$ cat config.mk
export PLATFORM = sky130hd
export DESIGN_NAME = ccei_ctrl
export DESIGN_NICKNAME = d
export VERILOG_FILES = /design/src/rtl/ccei_pkg.sv /design/src/rtl/ccei_ctrl.sv
export SDC_FILE = /design/constraint.sdc
export NUM_CORES = 1
export LEC_CHECK = 0
export CAP_MARGIN = 10
export CORE_ASPECT_RATIO = 0.9
export CORE_MARGIN = 2
export CORE_UTILIZATION = 50
export CTS_CLUSTER_SIZE = 40
export DETAILED_ROUTE_END_ITERATION = 6
export DONT_BUFFER_PORTS = 1
export GPL_ROUTABILITY_DRIVEN = 0
export SETUP_SLACK_MARGIN = 0.2
export SLEW_MARGIN = 20
export SYNTH_ARGS = -nofsm -noshare
export SYNTH_HDL_FRONTEND = slang
export SYNTH_SLANG_ARGS = --single-unit
export TNS_END_PERCENT = 1
$ cat constraint.sdc
create_clock -name clk -period 2.4 [get_ports clk]
set_clock_uncertainty 0.1 [all_clocks]
set_input_delay 0 -clock clk [delete_from_list [all_inputs] [get_ports clk]]
set_output_delay 0 -clock clk [all_outputs]
set_load 0.1 [all_outputs]
$ cat src/rtl/ccei_pkg.sv
// shared types and constants of the cuckoo cycle edge inserter
package ccei_pkg;

	localparam int EDGE_W = 16;
	localparam int NODE_W = 16;
	localparam int LEN_W  = 14;
	localparam logic [LEN_W-1:0] PROOF_RESET = 14'd42;

	typedef enum logic [2:0] {
		OUT_LINKED   = 3'd0,
		OUT_CYCLE    = 3'd1,
		OUT_PROOF    = 3'd2,
		OUT_NIL      = 3'd3,
		OUT_OVERFLOW = 3'd4,
		OUT_ILLEGAL  = 3'd5
	} outcome_t;

	typedef enum logic [3:0] {
		OP_NONE,
		OP_CLEAR,
		OP_CAPTURE,
		OP_WALK1_START,
		OP_WALK2_START,
		OP_WALK_STEP,
		OP_WALK_END,
		OP_SRCH_START,
		OP_SRCH_STEP,
		OP_CYC_START,
		OP_CYC_STEP,
		OP_REV_START,
		OP_REV_READ,
		OP_REV_WRITE,
		OP_LINK
	} dp_op_t;

	typedef struct packed {
		dp_op_t   op;
		logic     res_load;
		outcome_t res_code;
	} dp_cmd_t;

	typedef struct packed {
		logic clr_last;
		logic first_nil;
		logic walk_nil;
		logic walk_full;
		logic srch_hit;
		logic srch_zero;
		logic roots_eq;
		logic first_shorter;
		logic cyc_eq;
		logic cyc_proof;
		logic n_zero;
		logic out_full;
	} dp_stat_t;

	typedef enum logic [3:0] {
		ST_CLEAR,
		ST_IDLE,
		ST_DISPATCH,
		ST_WALK1,
		ST_W2_START,
		ST_WALK2,
		ST_SRCH,
		ST_DECIDE,
		ST_CYC,
		ST_REV,
		ST_REV_W,
		ST_LINK,
		ST_RES
	} state_t;

endpackage

$ cat src/rtl/ccei_ctrl.sv
// controller state machine sequencing the walks, search, cycle scan and reversal
module ccei_ctrl (
	input  logic               clk,
	input  logic               arst_n,
	input  logic               edge_valid,
	output logic               edge_stall,
	input  ccei_pkg::dp_stat_t stat,
	output ccei_pkg::dp_cmd_t  cmd
);

	ccei_pkg::state_t   state_q, state_d;
	ccei_pkg::outcome_t code_q, code_d;

	always_ff @(posedge clk or negedge arst_n) begin
		if (!arst_n) begin
			state_q <= ccei_pkg::ST_CLEAR;
			code_q  <= ccei_pkg::OUT_LINKED;
		end else begin
			state_q <= state_d;
			code_q  <= code_d;
		end
	end

	always_comb begin
		state_d = state_q;
		code_d  = code_q;
		unique case (state_q)
			ccei_pkg::ST_CLEAR: begin
				if (stat.clr_last) state_d = ccei_pkg::ST_IDLE;
			end
			ccei_pkg::ST_IDLE: begin
				if (edge_valid) state_d = ccei_pkg::ST_DISPATCH;
			end
			ccei_pkg::ST_DISPATCH: begin
				if (stat.first_nil) begin
					code_d  = ccei_pkg::OUT_NIL;
					state_d = ccei_pkg::ST_RES;
				end else begin
					state_d = ccei_pkg::ST_WALK1;
				end
			end
			ccei_pkg::ST_WALK1, ccei_pkg::ST_WALK2: begin
				priority if (stat.walk_nil) begin
					state_d = (state_q == ccei_pkg::ST_WALK1) ? ccei_pkg::ST_W2_START
						: ccei_pkg::ST_DECIDE;
				end else if (stat.walk_full) begin
					state_d = ccei_pkg::ST_SRCH;
				end else begin
					state_d = state_q;
				end
			end
			ccei_pkg::ST_W2_START: state_d = ccei_pkg::ST_WALK2;
			ccei_pkg::ST_SRCH: begin
				priority if (stat.srch_hit) begin
					code_d  = ccei_pkg::OUT_ILLEGAL;
					state_d = ccei_pkg::ST_RES;
				end else if (stat.srch_zero) begin
					code_d  = ccei_pkg::OUT_OVERFLOW;
					state_d = ccei_pkg::ST_RES;
				end else begin
					state_d = state_q;
				end
			end
			ccei_pkg::ST_DECIDE: begin
				state_d = stat.roots_eq ? ccei_pkg::ST_CYC : ccei_pkg::ST_REV;
			end
			ccei_pkg::ST_CYC: begin
				if (stat.cyc_eq) begin
					code_d  = stat.cyc_proof ? ccei_pkg::OUT_PROOF : ccei_pkg::OUT_CYCLE;
					state_d = ccei_pkg::ST_RES;
				end
			end
			ccei_pkg::ST_REV: begin
				state_d = stat.n_zero ? ccei_pkg::ST_LINK : ccei_pkg::ST_REV_W;
			end
			ccei_pkg::ST_REV_W: begin
				if (stat.n_zero) state_d = ccei_pkg::ST_LINK;
			end
			ccei_pkg::ST_LINK: begin
				code_d  = ccei_pkg::OUT_LINKED;
				state_d = ccei_pkg::ST_RES;
			end
			ccei_pkg::ST_RES: begin
				if (!stat.out_full) state_d = ccei_pkg::ST_IDLE;
			end
			default: state_d = ccei_pkg::ST_IDLE;
		endcase
	end

	always_comb begin
		cmd.op       = ccei_pkg::OP_NONE;
		cmd.res_load = 1'b0;
		cmd.res_code = code_q;
		edge_stall   = state_q != ccei_pkg::ST_IDLE;
		unique case (state_q)
			ccei_pkg::ST_CLEAR: cmd.op = ccei_pkg::OP_CLEAR;
			ccei_pkg::ST_IDLE: begin
				if (edge_valid) cmd.op = ccei_pkg::OP_CAPTURE;
			end
			ccei_pkg::ST_DISPATCH: begin
				if (!stat.first_nil) cmd.op = ccei_pkg::OP_WALK1_START;
			end
			ccei_pkg::ST_WALK1, ccei_pkg::ST_WALK2: begin
				priority if (stat.walk_nil) cmd.op = ccei_pkg::OP_WALK_END;
				else if (stat.walk_full)   cmd.op = ccei_pkg::OP_SRCH_START;
				else                       cmd.op = ccei_pkg::OP_WALK_STEP;
			end
			ccei_pkg::ST_W2_START: cmd.op = ccei_pkg::OP_WALK2_START;
			ccei_pkg::ST_SRCH: begin
				if (!stat.srch_hit && !stat.srch_zero) cmd.op = ccei_pkg::OP_SRCH_STEP;
			end
			ccei_pkg::ST_DECIDE: begin
				cmd.op = stat.roots_eq ? ccei_pkg::OP_CYC_START : ccei_pkg::OP_REV_START;
			end
			ccei_pkg::ST_CYC: begin
				if (!stat.cyc_eq) cmd.op = ccei_pkg::OP_CYC_STEP;
			end
			ccei_pkg::ST_REV: begin
				if (!stat.n_zero) cmd.op = ccei_pkg::OP_REV_READ;
			end
			ccei_pkg::ST_REV_W: cmd.op = ccei_pkg::OP_REV_WRITE;
			ccei_pkg::ST_LINK:  cmd.op = ccei_pkg::OP_LINK;
			ccei_pkg::ST_RES:   cmd.res_load = !stat.out_full;
			default: begin
			end
		endcase
	end

endmodule

Word level (Yosys, flattened, before mapping)
Cells that the tools add are included.

storage, ports and cells
  register bits = 7
  input port bits = 15

cells by class
  equality and inequality tests = 21
  muxes and demuxes = 30
  reduce and logical (&&, ||, !) cells = 9

operators by type and width
  cell                                           count
  2-to-1 mux 4 bit                               13
  one-hot mux 4 bit (12 select lines)            1
  one-hot mux 4 bit (11 select lines)            1
  == test 4 bit, second input constant           5
  == test 4 x 3 -> 1 bit, second input constant  4
  2-to-1 mux 2 bit                               7
  2-to-1 mux 3 bit                               4
  != test 2 bit, second input constant           6
  one-hot mux 3 bit (4 select lines)             1
  == test 4 x 2 -> 1 bit, second input constant  2
  AND reduction 7 bit                            1
  != test 3 bit, second input constant           2
  == test 4 x 1 -> 1 bit, second input constant  1
  logical NOT 4 bit                              1
  != test 4 x 1 -> 1 bit, second input constant  1
  AND reduction 4 bit                            1
  nonzero test 4 bit                             1
  logical NOT 1 bit                              3
  2-to-1 mux 1 bit                               3
  OR reduction 2 bit                             1
  logical AND 1 bit                              1

Depth between registers and ports, before layout
  depth after elaboration = 4
  mapped depth = 6
  mapped depth without buffers = 4

Worst setup path after synthesis
OpenSTA, ideal clock, no wires.

  path kind = register to output
  start point = register state_q[3]
  end point = output cmd[3] (netlist name)
  arrival time = 4.014 ns
  required time = 2.300 ns
  path slack = -1.714 ns
  stages on the path, launching flop included = 5
  buffers on the path = 2
  cells stage by stage = dfrtp_1 -> buf_6 -> clkbuf_1 -> inv_1 -> nor4b_1

RTL lines
  element                 line             RTL
  start, declared         ccei_ctrl.sv:11  ccei_pkg::state_t state_q, state_d;
  start signal, assigned  ccei_ctrl.sv:16  state_q <= ccei_pkg::ST_CLEAR;
  start signal, assigned  ccei_ctrl.sv:19  state_q <= state_d;
  end, declared           ccei_ctrl.sv:8   output ccei_pkg::dp_cmd_t cmd

==> impl_results.html <==
<table>
<tr><th>Metric</th><th>Value</th></tr>
<tr><th colspan="2">STA</th></tr>
<tr><td>Final setup fails</td><td>0</td></tr>
<tr><td>Final worst slack</td><td>0.381 ns</td></tr>
<tr><td>Worst slew slack as a fraction of its limit</td><td>roughly two thirds</td></tr>
<tr><td>Setup repair after global routing missed its margin</td><td>false</td></tr>
<tr><td>Worst slew pin tran</td><td>0.480 ns</td></tr>
<tr><td>Final Hold Vio Count</td><td>0</td></tr>
<tr><td>Minimum period implied by the final worst setup slack</td><td>2.02 ns</td></tr>
<tr><td>Final worst-path cycle share</td><td>about 84%</td></tr>
<tr><td>Setup tns final</td><td>0 ns</td></tr>
<tr><td>Peak Freq</td><td>0.495 GHz</td></tr>
<tr><td>Final hold slack</td><td>approximately 0.02 ns</td></tr>
<tr><td>Final Slew Violations</td><td>0</td></tr>
<tr><th colspan="2">Place</th></tr>
<tr><td>Post-DP HPWL</td><td>1.53 mm</td></tr>
<tr><td>Placement-stage worst setup slack</td><td>0.505 ns</td></tr>
<tr><td>Placed instance count</td><td>117</td></tr>
<tr><td>IO buf count</td><td>0</td></tr>
<tr><th colspan="2">Worst setup path</th></tr>
<tr><td>Critical-path cell list</td><td>nand2b_4 -&gt; or4_4 -&gt; o41a_1 -&gt; o221ai_2 -&gt; buf_12</td></tr>
<tr><td>Data required, critical path</td><td>2.30 ns</td></tr>
<tr><td>Critical path's slowest cell</td><td>sky130_fd_sc_hd__or4_4</td></tr>
<tr><td>Critical-path maximum fanout</td><td>10</td></tr>
<tr><td>Critical Path Max Stage Delay</td><td>around 0.56 ns</td></tr>
<tr><td>Worst Setup Start Kind</td><td>flop</td></tr>
<tr><td>Type of element capturing the critical path</td><td>primary output</td></tr>
<tr><td>Worst Path Buf+Inv</td><td>1</td></tr>
<tr><td>Kind of cell adding the most delay to the critical path</td><td>simple AND/OR/NAND/NOR gates</td></tr>
<tr><td>Arrival time at the worst endpoint</td><td>1.92 ns</td></tr>
<tr><td>Category of the critical setup timing path</td><td>reg -&gt; out</td></tr>
<tr><th colspan="2">Clock network</th></tr>
<tr><td>Resized Gates After CTS</td><td>0</td></tr>
<tr><td>Total number of clock tree sinks</td><td>7</td></tr>
<tr><td>Worst-skew pair later-pin latency</td><td>0.25 ns</td></tr>
<tr><td>Clock tree from TritonCTS</td><td>built</td></tr>
<tr><td>Post-CTS clock slew at the launch and capture registers of the worst setup and hold paths</td><td>0.05 ns</td></tr>
<tr><td>Deepest clock path buffer count</td><td>2</td></tr>
<tr><td>Clock buffers created by TritonCTS</td><td>3</td></tr>
<tr><td>Number of H-tree levels</td><td>1</td></tr>
<tr><td>Quantity of hold-fixing buffers added after cts</td><td>5</td></tr>
<tr><td>Post-CTS setup buffers</td><td>0</td></tr>
<tr><td>Cell at the root of the clock tree</td><td>sky130_fd_sc_hd__clkbuf_4</td></tr>
<tr><th colspan="2">Detailed routing</th></tr>
<tr><td>Aggregate routed wire length</td><td>2.08 mm</td></tr>
<tr><td>First-pass iteration count of the detailed router</td><td>4</td></tr>
<tr><td>Per-cell routed wire length</td><td>16.5 um</td></tr>
<tr><td>Antenna Violating Nets Remaining</td><td>0</td></tr>
<tr><td>DRC Markers</td><td>0</td></tr>
<tr><td>Vias after detailed routing</td><td>~850</td></tr>
<tr><td>Number of design-rule violations left by the first detailed-router iteration</td><td>25</td></tr>
<tr><td>Vias/cell</td><td>~6.7</td></tr>
<tr><th colspan="2">Synthesis</th></tr>
<tr><td>Synth top area cells</td><td>sky130_fd_sc_hd__dfrtp_1 22%, sky130_fd_sc_hd__a21oi_1 5.7%, sky130_fd_sc_hd__a31oi_1 4.7%</td></tr>
<tr><td>Combined area of all synthesized cells</td><td>797 um^2</td></tr>
<tr><td>Cell accounting for the most synthesized area</td><td>sky130_fd_sc_hd__dfrtp_1</td></tr>
<tr><td>Asr flop ratio synth</td><td>100%</td></tr>
<tr><td>Number of distinct library cell variants in the gate-level netlist after synthesis</td><td>47</td></tr>
<tr><td>Mean instance size in the synthesized netlist</td><td>slightly above 8 um^2</td></tr>
<tr><td>Area share of the largest cell type after synthesis</td><td>22.0%</td></tr>
<tr><td>Number of flops mapped to enable cells by yosys</td><td>0</td></tr>
<tr><td>Yosys warnings</td><td>0</td></tr>
<tr><td>Mapped Nets</td><td>113</td></tr>
<tr><td>Instance count of the mapped netlist</td><td>98</td></tr>
<tr><td>Primary flip-flop cell chosen by synthesis mapping</td><td>sky130_fd_sc_hd__dfrtp_1</td></tr>
<tr><td>Sequential-to-total area share from yosys stat</td><td>between 20% and 30%</td></tr>
<tr><td>Post-synthesis sequential element count</td><td>7</td></tr>
<tr><th colspan="2">Die</th></tr>
<tr><td>Height of the die</td><td>41.9 um</td></tr>
<tr><td>Total die area</td><td>around 1900 um^2</td></tr>
<tr><td>Width of the die</td><td>46.1 um</td></tr>
<tr><td>Boundary Pins</td><td>24</td></tr>
<tr><td>Area of the core</td><td>1460 um^2</td></tr>
<tr><td>Starting density of the core</td><td>a little over half</td></tr>
<tr><td>Number of placement rows</td><td>13</td></tr>
<tr><th colspan="2">GRT</th></tr>
<tr><td>Leftover overflow at the end of global routing</td><td>0</td></tr>
<tr><td>Met1 Resource Use GR</td><td>38.9%</td></tr>
<tr><td>Global-route wire length before repair</td><td>3.72 mm</td></tr>
<tr><td>Met2 global-route usage</td><td>between 30% and 40%</td></tr>
<tr><td>Met3 layer usage reported by global route</td><td>6.96%</td></tr>
<tr><td>Largest net degree at the start of global routing</td><td>22</td></tr>
<tr><td>Number of global-route vias before repair</td><td>819</td></tr>
<tr><td>Initial antenna violation count</td><td>0</td></tr>
<tr><td>Busiest layer in global routing</td><td>met1</td></tr>
<tr><td>Combined global-route utilization of all metal layers</td><td>25.7%</td></tr>
<tr><th colspan="2">Min path</th></tr>
<tr><td>Worst hold path class</td><td>in -&gt; reg</td></tr>
<tr><th colspan="2">Finish</th></tr>
<tr><td>Layout cells sized above 1</td><td>roughly a quarter</td></tr>
<tr><td>Layout area overhead</td><td>25.3%</td></tr>
<tr><td>Leading cell type in the layout, fill and taps excluded</td><td>sky130_fd_sc_hd__buf_4</td></tr>
<tr><td>Number of diodes added for antenna fixing</td><td>0</td></tr>
<tr><td>Count of placed standard cells in the final layout, fillers left out</td><td>126</td></tr>
<tr><td>Net total in the final layout</td><td>127</td></tr>
<tr><td>Commonest cells after routing, fill and taps aside</td><td>12 x sky130_fd_sc_hd__buf_4, 9 x sky130_fd_sc_hd__a21oi_1, 7 x sky130_fd_sc_hd__dfrtp_1</td></tr>
<tr><th colspan="2">Outcome</th></tr>
<tr><td>Run status</td><td>finished clean</td></tr>
<tr><th colspan="2">Flow run</th></tr>
<tr><td>Max Cap Viol</td><td>0</td></tr>
</table>
per-stage QoR:
step                area (um^2)  util (%)
global placement            922      63.0
global route                998      68.2
CTS                         998      68.2
floorplan                   812         -
detailed placement          922      63.0
finish                      998      68.2
flip-flops by register name (all words and copies together) (netlist names):
name	flops
state_q	4
code_q	3
final timing paths:
kind	start	end	slack, ns	cells past startpoint
max in group asynchronous	arst_n	state_q[3]$_DFFE_PN0P_	1.43	2
worst min register to register	code_q[2]$_DFFE_PN0P_	code_q[2]$_DFFE_PN0P_	0.39	1
worst min-delay path	stat[1]	state_q[0]$_DFFE_PN0P_	0.02	3
worst max-delay path	state_q[2]$_DFFE_PN0P_	cmd[7]	0.38	5
worst max register to register	state_q[2]$_DFFE_PN0P_	code_q[0]$_DFFE_PN0P_	0.50	5
min in group asynchronous	arst_n	code_q[0]$_DFFE_PN0P_	0.53	2
logic make-up after synthesis:
group,Yosys count,synth area share [%]
compound gates,40,36.4
flops,7,22.0
xor+xnor,1,1.10
mux,3,5.02
simple gates,31,24.8
fa+ha+maj,1,1.26
buf+inv,15,9.42
area by class of cell:
class | instances | area [um^2]
multi-input combinational | 76 | 574
fill | 128 | 465
timing repair buffer | 19 | 185
sequential | 7 | 175
clock buffer | 4 | 26.3
inverter | 5 | 18.8
tap | 15 | 18.8
cell usage after synthesis, drive strengths merged (3+ instances only):
cell	number
dfrtp	7
nor4b	3
nor2b	3
inv	5
o22ai	3
nand2b	4
a21oi	9
a31oi	6
buf	6
nor2	3
clkbuf	4
nand2	5
o21ai	3
metal layers:
metal  part of all wire [%]  vias to the layer above  routed length (um)
met3                    7.0                        2                 146
met1                     46                      400                 950
met5                      0                        -                   0
met4                   0.48                        0                  10
met2                     47                       36                 969
li1                       -                      410                   -
tightest hold or removal path, delay by kind of cell:
kind,cells,cell delay (ns)
simple gates,1,0.08
compound gates,2,0.26
Power is left out: the tool's default activity adds up to more than one toggle a clock period on the data nets, which glitch-free logic cannot reach.
